## src/assert_macros.svh

```systemverilog
// ---------------------------------------------------------------------------
// assert_macros.svh
// Concurrent assertion shorthands, clocked on clk and disabled in reset.
// ---------------------------------------------------------------------------
`ifndef ASSERT_MACROS_SVH
`define ASSERT_MACROS_SVH

`ifndef SYNTHESIS

// cons must hold in the same cycle as ante
`define RS_ASSERT_SAME(lbl, ante, cons, msg) \
  lbl: assert property (@(posedge clk) disable iff (!rst_n) (ante) |-> (cons)) \
    else $error(msg);

// cons must hold in the cycle after ante
`define RS_ASSERT_NEXT(lbl, ante, cons, msg) \
  lbl: assert property (@(posedge clk) disable iff (!rst_n) (ante) |=> (cons)) \
    else $error(msg);

`else

`define RS_ASSERT_SAME(lbl, ante, cons, msg)
`define RS_ASSERT_NEXT(lbl, ante, cons, msg)

`endif

`endif

```

## src/rs_pkg.sv

```systemverilog
`timescale 1ns / 1ps
// ---------------------------------------------------------------------------
// rs_pkg
// Shared types and constants for the rectangle difference block.
// ---------------------------------------------------------------------------
package rs_pkg;

  localparam int NUM_STRIPS = 4;
  localparam int CNT_W      = 3;

  // strip slots, in output order
  localparam logic [1:0] PC_TOP    = 2'd0;
  localparam logic [1:0] PC_LEFT   = 2'd1;
  localparam logic [1:0] PC_BOTTOM = 2'd2;
  localparam logic [1:0] PC_RIGHT  = 2'd3;

  typedef struct packed {
    logic                  overlap;
    logic                  covered;
    logic [NUM_STRIPS-1:0] strip;
  } rs_flags_t;

endpackage

```

## src/rs_strips.sv

```systemverilog
`timescale 1ns / 1ps
// ---------------------------------------------------------------------------
// rs_strips
// From A's edges and the overlap edges, decides overlap / containment and
// forms the four candidate strips of A around the overlap.
// ---------------------------------------------------------------------------
module rs_strips
  import rs_pkg::*;
#(
  parameter int COORD_BITS = 32
) (
  input  logic signed [COORD_BITS-1:0] a_x,
  input  logic signed [COORD_BITS-1:0] a_y,
  input  logic        [COORD_BITS-2:0] a_w,
  input  logic signed [COORD_BITS:0]   a_r,
  input  logic signed [COORD_BITS:0]   a_b,
  input  logic signed [COORD_BITS-1:0] i_x,
  input  logic signed [COORD_BITS-1:0] i_y,
  input  logic signed [COORD_BITS:0]   i_r,
  input  logic signed [COORD_BITS:0]   i_b,
  output rs_flags_t                    flags,
  output logic signed [COORD_BITS-1:0] cand_x [NUM_STRIPS],
  output logic signed [COORD_BITS-1:0] cand_y [NUM_STRIPS],
  output logic        [COORD_BITS-2:0] cand_w [NUM_STRIPS],
  output logic        [COORD_BITS-2:0] cand_h [NUM_STRIPS]
);

  localparam int CW = COORD_BITS;
  localparam int SW = COORD_BITS - 1;

  logic signed [CW:0] ax_ext, ay_ext, ix_ext, iy_ext;
  logic signed [CW:0] d_top, d_left, d_bot, d_right, d_mid;

  assign ax_ext = {a_x[CW-1], a_x};
  assign ay_ext = {a_y[CW-1], a_y};
  assign ix_ext = {i_x[CW-1], i_x};
  assign iy_ext = {i_y[CW-1], i_y};

  // all true sizes fit in SW bits, so the wrapped differences are exact
  assign d_top   = iy_ext - ay_ext;
  assign d_left  = ix_ext - ax_ext;
  assign d_bot   = a_b - i_b;
  assign d_right = a_r - i_r;
  assign d_mid   = i_b - iy_ext;

  always_comb begin
    flags.overlap = (i_r > ix_ext) && (i_b > iy_ext);
    flags.covered = (i_x == a_x) && (i_y == a_y) && (i_r == a_r) && (i_b == a_b);
    flags.strip[PC_TOP]    = i_y > a_y;
    flags.strip[PC_LEFT]   = i_x > a_x;
    flags.strip[PC_BOTTOM] = a_b > i_b;
    flags.strip[PC_RIGHT]  = a_r > i_r;

    cand_x[PC_TOP] = a_x;
    cand_y[PC_TOP] = a_y;
    cand_w[PC_TOP] = a_w;
    cand_h[PC_TOP] = d_top[SW-1:0];

    cand_x[PC_LEFT] = a_x;
    cand_y[PC_LEFT] = i_y;
    cand_w[PC_LEFT] = d_left[SW-1:0];
    cand_h[PC_LEFT] = d_mid[SW-1:0];

    // corners on the overlap's bottom / right edge wrap to CW bits
    cand_x[PC_BOTTOM] = a_x;
    cand_y[PC_BOTTOM] = i_b[CW-1:0];
    cand_w[PC_BOTTOM] = a_w;
    cand_h[PC_BOTTOM] = d_bot[SW-1:0];

    cand_x[PC_RIGHT] = i_r[CW-1:0];
    cand_y[PC_RIGHT] = i_y;
    cand_w[PC_RIGHT] = d_right[SW-1:0];
    cand_h[PC_RIGHT] = d_mid[SW-1:0];
  end

endmodule

```

## src/rectangle_subtract.sv

```systemverilog
`timescale 1ns / 1ps
// ---------------------------------------------------------------------------
// rectangle_subtract
// Difference A minus B of two axis-aligned rectangles, zero to four pieces.
// ---------------------------------------------------------------------------
// An accepted item passes the edge register, the overlap register and the
// output buffer before its first result beat shows. Results leave one beat
// per cycle while out_stall is low: an item gives max(n,1) beats, n being its
// piece count, so the single result channel sets the sustained item rate. The
// next item's set loads in the same cycle the previous set's last beat is
// taken, and up to two further items wait in the pipeline meanwhile.
// Coordinates are signed fixed point with any fraction width; the fraction
// point does not enter the arithmetic.
// ---------------------------------------------------------------------------
module rectangle_subtract
  import rs_pkg::*;
#(
  parameter int COORD_BITS = 32
) (
  input  logic                         clk,
  input  logic                         rst_n,
  input  logic                         in_valid,
  output logic                         in_stall,
  input  logic signed [COORD_BITS-1:0] in_a_x,
  input  logic signed [COORD_BITS-1:0] in_a_y,
  input  logic        [COORD_BITS-2:0] in_a_w,
  input  logic        [COORD_BITS-2:0] in_a_h,
  input  logic signed [COORD_BITS-1:0] in_b_x,
  input  logic signed [COORD_BITS-1:0] in_b_y,
  input  logic        [COORD_BITS-2:0] in_b_w,
  input  logic        [COORD_BITS-2:0] in_b_h,
  output logic                         out_valid,
  input  logic                         out_stall,
  output logic signed [COORD_BITS-1:0] out_x,
  output logic signed [COORD_BITS-1:0] out_y,
  output logic        [COORD_BITS-2:0] out_w,
  output logic        [COORD_BITS-2:0] out_h,
  output logic                         out_is_empty,
  output logic        [CNT_W-1:0]      out_piece_count,
  output logic                         out_last
);

  localparam int CW = COORD_BITS;
  localparam int SW = COORD_BITS - 1;

  // ---- edge stage
  logic               e_vld_r;
  logic signed [CW-1:0] e_ax_r, e_ay_r, e_bx_r, e_by_r;
  logic        [SW-1:0] e_aw_r, e_ah_r;
  logic signed [CW:0]   e_ar_r, e_ab_r, e_br_r, e_bb_r;

  // ---- overlap stage
  logic               i_vld_r;
  logic signed [CW-1:0] i_ax_r, i_ay_r, i_ix_r, i_iy_r;
  logic        [SW-1:0] i_aw_r, i_ah_r;
  logic signed [CW:0]   i_ar_r, i_ab_r, i_ir_r, i_ib_r;

  // ---- output buffer, slot 0 drives the port
  logic                 buf_vld_r;
  logic signed [CW-1:0] sx_r [NUM_STRIPS];
  logic signed [CW-1:0] sy_r [NUM_STRIPS];
  logic        [SW-1:0] sw_r [NUM_STRIPS];
  logic        [SW-1:0] sh_r [NUM_STRIPS];
  logic [NUM_STRIPS-1:0] slast_r;
  logic                 empty_r;
  logic [CNT_W-1:0]     count_r;

  logic signed [CW-1:0] sx_nxt [NUM_STRIPS];
  logic signed [CW-1:0] sy_nxt [NUM_STRIPS];
  logic        [SW-1:0] sw_nxt [NUM_STRIPS];
  logic        [SW-1:0] sh_nxt [NUM_STRIPS];
  logic [NUM_STRIPS-1:0] slast_nxt;
  logic                 empty_nxt;
  logic [CNT_W-1:0]     count_nxt;

  logic                 out_fire, buf_ld, i_adv_ok, e_ld, i_ld;
  rs_flags_t            flags;
  logic signed [CW-1:0] cand_x [NUM_STRIPS];
  logic signed [CW-1:0] cand_y [NUM_STRIPS];
  logic        [SW-1:0] cand_w [NUM_STRIPS];
  logic        [SW-1:0] cand_h [NUM_STRIPS];

  // ---- flow control
  assign out_fire = buf_vld_r && !out_stall;
  assign buf_ld   = i_vld_r && (!buf_vld_r || (out_fire && slast_r[0]));
  assign i_adv_ok = !i_vld_r || buf_ld;
  assign i_ld     = e_vld_r && i_adv_ok;
  assign in_stall = e_vld_r && !i_adv_ok;
  assign e_ld     = in_valid && !in_stall;

  always_ff @(posedge clk) begin
    if (!rst_n) begin
      e_vld_r   <= 1'b0;
      i_vld_r   <= 1'b0;
      buf_vld_r <= 1'b0;
    end else begin
      if (e_ld) begin
        e_vld_r <= 1'b1;
      end else if (i_ld) begin
        e_vld_r <= 1'b0;
      end
      if (i_ld) begin
        i_vld_r <= 1'b1;
      end else if (buf_ld) begin
        i_vld_r <= 1'b0;
      end
      if (buf_ld) begin
        buf_vld_r <= 1'b1;
      end else if (out_fire && slast_r[0]) begin
        buf_vld_r <= 1'b0;
      end
    end
  end

  // ---- edge stage: right and bottom edges at full precision
  always_ff @(posedge clk) begin
    if (e_ld) begin
      e_ax_r <= in_a_x;
      e_ay_r <= in_a_y;
      e_aw_r <= in_a_w;
      e_ah_r <= in_a_h;
      e_bx_r <= in_b_x;
      e_by_r <= in_b_y;
      e_ar_r <= $signed({in_a_x[CW-1], in_a_x}) + $signed({2'b00, in_a_w});
      e_ab_r <= $signed({in_a_y[CW-1], in_a_y}) + $signed({2'b00, in_a_h});
      e_br_r <= $signed({in_b_x[CW-1], in_b_x}) + $signed({2'b00, in_b_w});
      e_bb_r <= $signed({in_b_y[CW-1], in_b_y}) + $signed({2'b00, in_b_h});
    end
  end

  // ---- overlap stage
  always_ff @(posedge clk) begin
    if (i_ld) begin
      i_ax_r <= e_ax_r;
      i_ay_r <= e_ay_r;
      i_aw_r <= e_aw_r;
      i_ah_r <= e_ah_r;
      i_ar_r <= e_ar_r;
      i_ab_r <= e_ab_r;
      i_ix_r <= (e_ax_r > e_bx_r) ? e_ax_r : e_bx_r;
      i_iy_r <= (e_ay_r > e_by_r) ? e_ay_r : e_by_r;
      i_ir_r <= (e_ar_r < e_br_r) ? e_ar_r : e_br_r;
      i_ib_r <= (e_ab_r < e_bb_r) ? e_ab_r : e_bb_r;
    end
  end

  rs_strips #(
    .COORD_BITS (COORD_BITS)
  ) u_strips (
    .a_x    (i_ax_r),
    .a_y    (i_ay_r),
    .a_w    (i_aw_r),
    .a_r    (i_ar_r),
    .a_b    (i_ab_r),
    .i_x    (i_ix_r),
    .i_y    (i_iy_r),
    .i_r    (i_ir_r),
    .i_b    (i_ib_r),
    .flags  (flags),
    .cand_x (cand_x),
    .cand_y (cand_y),
    .cand_w (cand_w),
    .cand_h (cand_h)
  );

  // ---- pack strips into consecutive slots; A if no overlap, empty if covered
  always_comb begin
    logic [CNT_W-1:0] n;
    n = '0;
    for (int k = 0; k < NUM_STRIPS; k++) begin
      sx_nxt[k] = '0;
      sy_nxt[k] = '0;
      sw_nxt[k] = '0;
      sh_nxt[k] = '0;
    end
    slast_nxt = '0;
    empty_nxt = 1'b0;
    if (!flags.overlap) begin
      sx_nxt[0]    = i_ax_r;
      sy_nxt[0]    = i_ay_r;
      sw_nxt[0]    = i_aw_r;
      sh_nxt[0]    = i_ah_r;
      n            = CNT_W'(1);
      slast_nxt[0] = 1'b1;
    end else if (flags.covered) begin
      empty_nxt    = 1'b1;
      slast_nxt[0] = 1'b1;
    end else begin
      for (int k = 0; k < NUM_STRIPS; k++) begin
        if (flags.strip[k]) begin
          sx_nxt[n[1:0]] = cand_x[k];
          sy_nxt[n[1:0]] = cand_y[k];
          sw_nxt[n[1:0]] = cand_w[k];
          sh_nxt[n[1:0]] = cand_h[k];
          n = n + CNT_W'(1);
        end
      end
      for (int k = 0; k < NUM_STRIPS; k++) begin
        slast_nxt[k] = (CNT_W'(k) + CNT_W'(1)) == n;
      end
    end
    count_nxt = n;
  end

  // ---- output buffer: load a whole set, shift one beat per handshake
  always_ff @(posedge clk) begin
    if (buf_ld) begin
      for (int k = 0; k < NUM_STRIPS; k++) begin
        sx_r[k] <= sx_nxt[k];
        sy_r[k] <= sy_nxt[k];
        sw_r[k] <= sw_nxt[k];
        sh_r[k] <= sh_nxt[k];
      end
      slast_r <= slast_nxt;
      empty_r <= empty_nxt;
      count_r <= count_nxt;
    end else if (out_fire) begin
      for (int k = 0; k < NUM_STRIPS - 1; k++) begin
        sx_r[k] <= sx_r[k+1];
        sy_r[k] <= sy_r[k+1];
        sw_r[k] <= sw_r[k+1];
        sh_r[k] <= sh_r[k+1];
      end
      slast_r <= {1'b0, slast_r[NUM_STRIPS-1:1]};
    end
  end

  assign out_valid       = buf_vld_r;
  assign out_x           = sx_r[0];
  assign out_y           = sy_r[0];
  assign out_w           = sw_r[0];
  assign out_h           = sh_r[0];
  assign out_last        = slast_r[0];
  assign out_is_empty    = empty_r;
  assign out_piece_count = count_r;

`include "assert_macros.svh"

  `RS_ASSERT_SAME(a_empty_single, out_valid && out_is_empty, out_last && (out_piece_count == '0), "empty result must be a lone beat with zero count")
  `RS_ASSERT_SAME(a_count_range, out_valid && !out_is_empty, (out_piece_count >= CNT_W'(1)) && (out_piece_count <= CNT_W'(NUM_STRIPS)), "piece count out of range")
  `RS_ASSERT_NEXT(a_set_continues, out_fire && !out_last, out_valid && (out_piece_count == $past(out_piece_count)), "piece set broken off before its last beat")
  `RS_ASSERT_NEXT(a_buf_fills, i_vld_r && !buf_vld_r, buf_vld_r, "idle output buffer failed to take a ready item")

endmodule

```

## config.mk

```make
export PLATFORM = sky130hd
export DESIGN_NAME = rectangle_subtract
export DESIGN_NICKNAME = d
export VERILOG_FILES = /design/src/rs_pkg.sv /design/src/rs_strips.sv /design/src/rectangle_subtract.sv
export VERILOG_INCLUDE_DIRS = /design/src /design/src/src
export SDC_FILE = /design/constraint.sdc
export NUM_CORES = 2
export LEC_CHECK = 0
export CAP_MARGIN = 0
export CORE_ASPECT_RATIO = 0.7
export CORE_MARGIN = 3
export CORE_UTILIZATION = 55
export CTS_CLUSTER_SIZE = 20
export DETAILED_ROUTE_END_ITERATION = 7
export DONT_BUFFER_PORTS = 1
export MAX_ROUTING_LAYER = met4
export PLACE_DENSITY = 0.7
export SLEW_MARGIN = 40
export SYNTH_ARGS = -nofsm -noshare
export SYNTH_HDL_FRONTEND = slang
export SYNTH_SLANG_ARGS = --single-unit
export TNS_END_PERCENT = 50
```

## constraint.sdc

```tcl
create_clock -name clk -period 76.7 [get_ports clk]
set_clock_uncertainty 0.15 [all_clocks]
set_input_delay 7.67 -clock clk [delete_from_list [all_inputs] [get_ports clk]]
set_output_delay 7.67 -clock clk [all_outputs]
set_load 0.01 [all_outputs]
```

# Word-level counts from Yosys, hierarchy flattened

Memory sizes are Yosys's and may differ from the RTL's.
Cells that the tools add are included.

Multiplexer cells: 123
$lt $le $gt $ge: 16
$add $sub $neg: 12
Eq/ne operators: 8
Shifts and indexed selects: 0
Reduce and logical (&&, ||, !) cells: 25
Div/mod/pow operators: 0
Multipliers: 0
Bitwise logic cells: 16

Operators by type and width:

| cell                | count |
|---|---|
| $mux 128            | 16 |
| $mux 124            | 16 |
| $bwmux 128          | 6 |
| $bwmux 124          | 6 |
| $mux 32             | 19 |
| $mux 31             | 17 |
| $demux 32 s2        | 3 |
| $mux 96             | 2 |
| $demux 31 s2        | 3 |
| $mux 93             | 2 |
| $sub 31x31->31      | 5 |
| $add 32x32->33      | 4 |
| $gt 32x32->1        | 4 |
| $eq 33x33->1        | 2 |
| $gt 33x32->1        | 2 |
| $gt 33x33->1        | 2 |
| $lt 33x33->1        | 2 |
| $mux 33             | 2 |
| $eq 32x32->1        | 2 |
| $mux 3              | 13 |
| $mux 1              | 16 |
| $logic_and 1x1->1   | 13 |
| $or 1x1->1          | 12 |
| $add 3x1->3 const B | 3 |
| other kinds (12)    | 28 |

ROM bits: 0
Output and inout bits: 133
Word-level logic and storage cells: 231
Flip-flop bits (word level): 655
RAM bits: 504
Bits in latches: 0
Memories: 4
Input bits: 256

Memory list:

| name | depth | width | rd ports | clocked after Yosys merged registers in | wr ports | line                     | source |
|---|---|---|---|---|---|---|---|
| sx_r | 4     | 32    | 4        | 0                                       | 4        | rectangle_subtract.sv:60 | `logic signed [CW-1:0] sx_r [NUM_STRIPS];` |
| sy_r | 4     | 32    | 4        | 0                                       | 4        | rectangle_subtract.sv:61 | `logic signed [CW-1:0] sy_r [NUM_STRIPS];` |
| sh_r | 4     | 31    | 4        | 0                                       | 4        | rectangle_subtract.sv:63 | `logic [SW-1:0] sh_r [NUM_STRIPS];` |
| sw_r | 4     | 31    | 4        | 0                                       | 4        | rectangle_subtract.sv:62 | `logic [SW-1:0] sw_r [NUM_STRIPS];` |

# Depth between registers and ports, before layout

Word-level depth: 24
Mapped depth: 24
Mapped depth without buffers: 20

# By module

A second synthesis with hierarchy kept.

Cell total of the unflattened synthesis: 7305
Area total of the unflattened synthesis: 74194.9 um2

Modules (own cells, without submodules):

| module             | cells an instance | times used | seq. area each (um2) | area an instance (um2) |
|---|---|---|---|---|
| rectangle_subtract | 5536              | 1          | 34773.4              | 62079.5 |
| rs_strips          | 1769              | 1          | 0.0                  | 12115.4 |

# Least setup slack after synthesis

No wires, ideal clock.

Path kind: input -> register
Start: input port out_stall
End: register i_ab_r[0] (enable)
Library setup time: 1.495 ns
Data arrival time: 31.030 ns
Slack: 44.025 ns
Required time: 75.055 ns
Buffers on the path: 0
Cell stages on the path: 3
Path through: inv_1 > a21boi_0 > a21boi_0

Longest elaborated chain between the ends: 7

Ends and longest elaborated chain:

| item                 | line                      | source |
|---|---|---|
| from (decl)          | rectangle_subtract.sv:33  | `input logic out_stall,` |
| $logic_not 1->1      | rectangle_subtract.sv:84  | `assign out_fire = buf_vld_r && !out_stall;` |
| $logic_and 1x1->1    | rectangle_subtract.sv:84  |  |
| $logic_and 1x1->1    | rectangle_subtract.sv:85  | `assign buf_ld = i_vld_r && (!buf_vld_r \|\| (out_fire && slast_r[0]));` |
| $logic_or 1x1->1     | rectangle_subtract.sv:85  |  |
| $logic_and 1x1->1    | rectangle_subtract.sv:85  |  |
| $logic_or 1x1->1     | rectangle_subtract.sv:86  | `assign i_adv_ok = !i_vld_r \|\| buf_ld;` |
| $logic_and 1x1->1    | rectangle_subtract.sv:87  | `assign i_ld = e_vld_r && i_adv_ok;` |
| net i_ld             | rectangle_subtract.sv:76  | `logic out_fire, buf_ld, i_adv_ok, e_ld, i_ld;` |
| to (signal assigned) | rectangle_subtract.sv:139 | `i_ab_r <= e_ab_r;` |
| to (decl)            | rectangle_subtract.sv:56  | `logic signed [CW:0] i_ar_r, i_ab_r, i_ir_r, i_ib_r;` |

The timed path passes the listed nets, and every way through them passes these cells.
A chain may end at the register's enable or synchronous reset.

# Worst setup path after layout

Start: input port out_stall
End: output port in_stall

Longest elaborated chain between the ends: 8

Ends and longest elaborated chain:

| item              | line                     | source |
|---|---|---|
| $logic_not 1->1   | rectangle_subtract.sv:84 |  |
| $logic_and 1x1->1 | rectangle_subtract.sv:84 |  |
| $logic_and 1x1->1 | rectangle_subtract.sv:85 |  |
| $logic_or 1x1->1  | rectangle_subtract.sv:85 |  |
| $logic_and 1x1->1 | rectangle_subtract.sv:85 |  |
| $logic_or 1x1->1  | rectangle_subtract.sv:86 |  |
| $logic_not 1->1   | rectangle_subtract.sv:88 | `assign in_stall = e_vld_r && !i_adv_ok;` |
| $logic_and 1x1->1 | rectangle_subtract.sv:88 |  |
| to (decl)         | rectangle_subtract.sv:23 | `output logic in_stall,` |

No other way between the ends.

==> impl_results.md <==
- Peak VDD IR: 18.3 uV
- Register bit total from synthesis: 1159
- Post-synth EDFFs: roughly 1200
- Crit path largest cell delay: just under 0.6 ns
- Final setup margin: about 60 ns
- Lkg Pwr: about 0.027 uW
- Tcrit/Tclk final: between 20 and 25%
- CP Launch Type: primary input
- Status: finished clean
- Synthesized area: a little under 0.07 sq mm
- Slew Viols, Final: 0
- Yosys cell types: 87
- Synthesis Warnings: 0
- Post_cts resized: 0
- Max_cap viols: 0
- Clk_lat worst skew: between 0.7 and 0.8 ns
- Highest Clock Rate: around 0.061 GHz
- Via count: between 50000 and 60000
- Max-Slew Margin vs Limit: between 30% and 40%
- Sequential cell area fraction in the yosys report: between 50% and 60%
- Worst Max-Slew Pin Slew: 0.951 ns
- Crit path max-delay cell type: a21boi_0
- Fillers: 10104
- Starting density of the core: 55.8%
- Tot GR Track Use: about a third
- Vias per cell: about 6.7
- Final Hold Fails: 0
- Die area: 0.129 sq mm
- Post-synth top cells: edfxtp_1 (1156), nand2_1 (532), a21oi_1 (526)
- Cell taking the most area after synthesis: edfxtp_1
- Clk buf depth: 3
- RSZ-0062 raised after global routing: no
- Die height: 301 microns
- CTS Hold Bufs: 0
- Final Net Count: slightly below 7000
- Total CTS buffers: 114
- Remaining antenna violation count after routing: 0
- Layout cells sized above 1: 7.28%
- Routed len/inst: between 20 and 30 microns
- Hpwl dp: 160000 microns
- Avg Cell Area, Syn: 10.5 sq um
- Number of I/O pins: 389
- Async SR Flop Fraction: 0%
- Setup-failing EPs final: 0
- CTS tree: built
- Fin crit period: approximately 17 ns
- Drt pass-1 iters: 8
- Row count: between 100 and 150
- Worst path buffer plus inverter count: 1
- Grt total ovfl: 0
- Clk sinks: between 1000 and 1500
- Layout Area Growth over Synthesis: 6.94%
- Worst hold path class: reg -> reg
- IO Port Bufs: 0
- Gp weighted congestion: 1.01
- Routed wire length: ~230000 microns
- Vias in the first global route: ~49000
- Initial antenna violation count: 8
- DRC Markers: 0
- Post-synth top area share: just over 50%
- CP Capture Type: primary output
- Core area: between 0.1 and 0.15 sq mm
- CP Data Required Time: slightly below 70 ns
- Setup bufs post-CTS: 0
- Worst-path clk slew: 0.06 ns
- Htree depth: 3
- Critical path's top delay family: compound AO/OA/AOI/OAI gates
- Largest net degree at the start of global routing: approximately 180
- Crit path arrival time: 8.69 ns
- Crit Path Max Fanout: 5
- Synth Flop Type: edfxtp_1
- Syn Nets: approximately 7000
- Die width: roughly 430 microns
- Global-route wire length before repair: between 300000 and 400000 microns
- DR iter-0 viols: 8548
- Most frequent cell after synthesis: edfxtp_1
- Power Dens Cells: roughly 28 mW/mm^2
- DP Worst Slack: 60.22 ns
- Synth top area cells: edfxtp_1 (51%), ha_1 (8.3%), a21oi_1 (3.8%)
- Clock Tree Root: clkbuf_16
- Kind of critical path: in -> out
- Setup TNS: 0 ns
- Crit path cell chain: inv_1 -> a21boi_0 -> and3_1
- Syn Inst Count: 6486
sequential cells by signal, summed over array words and instances (netlist names), 31 cells and up:
register  count
e_ab_r       33
e_ah_r       31
e_ar_r       33
e_aw_r       31
e_ax_r       32
e_ay_r       32
e_bb_r       33
e_br_r       33
e_bx_r       32
e_by_r       32
i_ab_r       33
i_ah_r       31
i_ar_r       33
i_aw_r       31
i_ax_r       32
i_ay_r       32
i_ib_r       33
i_ir_r       33
i_ix_r       32
i_iy_r       32
sh_r        124
sw_r        124
sx_r        128
sy_r        128
cell type report:
cell class	count	area [sq um]	share of cell area, %
flip-flops and latches	1159	34800	47.6
inverters	415	1570	2.14
clock buffers	142	3020	4.13
well taps	1635	2050	2.80
diodes	11	27.5	0.0376
repair buffers	88	837	1.14
clock inverters	71	759	1.04
multi-input cells	4455	30100	41.2
metrics by stage:
stage / hold slack [ns] / util [%] / std cells / power (uW) / instance area, sq um
2_1_floorplan: 0.250 / - / 6486 / 1250 / 68400
3_3_place_gp: 0.253 / 56.3 / 7742 / 1420 / 69000
3_5_place_dp: 0.255 / 56.4 / 7744 / 1430 / 69100
4_1_cts: 0.262 / 59.5 / 7957 / 2020 / 72900
5_1_grt: 0.266 / 59.7 / 7974 / 2110 / 73100
6_report: 0.263 / 59.7 / 7976 / 2030 / 73100
routing by layer:
layer  global-route usage [%]  wire length, microns  part of all wire (%)  up-vias
met5                        -                     0                     0        -
met4                     7.69                  5310                   2.4        0
met2                     47.3                 93500                    42     3134
met3                     9.93                 28500                    13      329
met1                     52.2                 97900                    43    25986
li1                         -                     -                     -    23817
power by group:
group          total, uW  internal [uW]  switching [uW]
Combinational        618            202             415
Clock                585            332             253
Sequential           828            781            46.8
cell families (layout without fill, tap and decap cells):
logic type	Yosys count	after routing	synth area share, %
AOI/OAI and AO/OA	2056	2056	19.5
and+or+nand+nor	1603	1603	10.9
DFF	1159	1159	50.9
buffers and inverters	872	716	5.62
adders and majority gates	464	464	8.59
xor gates and xnor gates	229	229	2.93
muxes	103	103	1.70
other	0	11	0
cells in the final DEF (no fill, tap or decap), drive strengths merged, types with 38 or more instances in the layout:
cell    Yosys  layout
a221oi     38      38
mux2      101     101
a21oi     526     526
xnor2     163     163
a22oi     207     207
nand2b     54      54
o21ai     546     546
buf       201      84
clkbuf    256     146
inv       415     419
a211oi     71      71
nor2b      45      45
a31oi      46      46
xor2       66      66
clkinv      0      46
and3       83      83
a221o      51      51
a21o      148     148
nand2     532     532
nor3      211     211
o21a       63      63
ha        455     455
edfxtp   1156    1156
nand4      61      61
nand3     158     158
nor2      363     363
o211ai     49      49
path summary, 6_finish.rpt:
check	start	endpoint	slack [ns]	cells past startpoint
setup / recovery	out_stall	in_stall	60.19	3
hold / removal	e_ah_r[3]$_DFFE_PP_	i_ah_r[3]$_DFFE_PP_	0.26	0
hold reg to reg	e_ah_r[3]$_DFFE_PP_	i_ah_r[3]$_DFFE_PP_	0.26	0
setup reg to reg	i_iy_r[0]$_DFFE_PP_	sh_r[0][23]$_DFFE_PP_	69.42	22
Note: power is estimated with default switching activity, not from simulation.
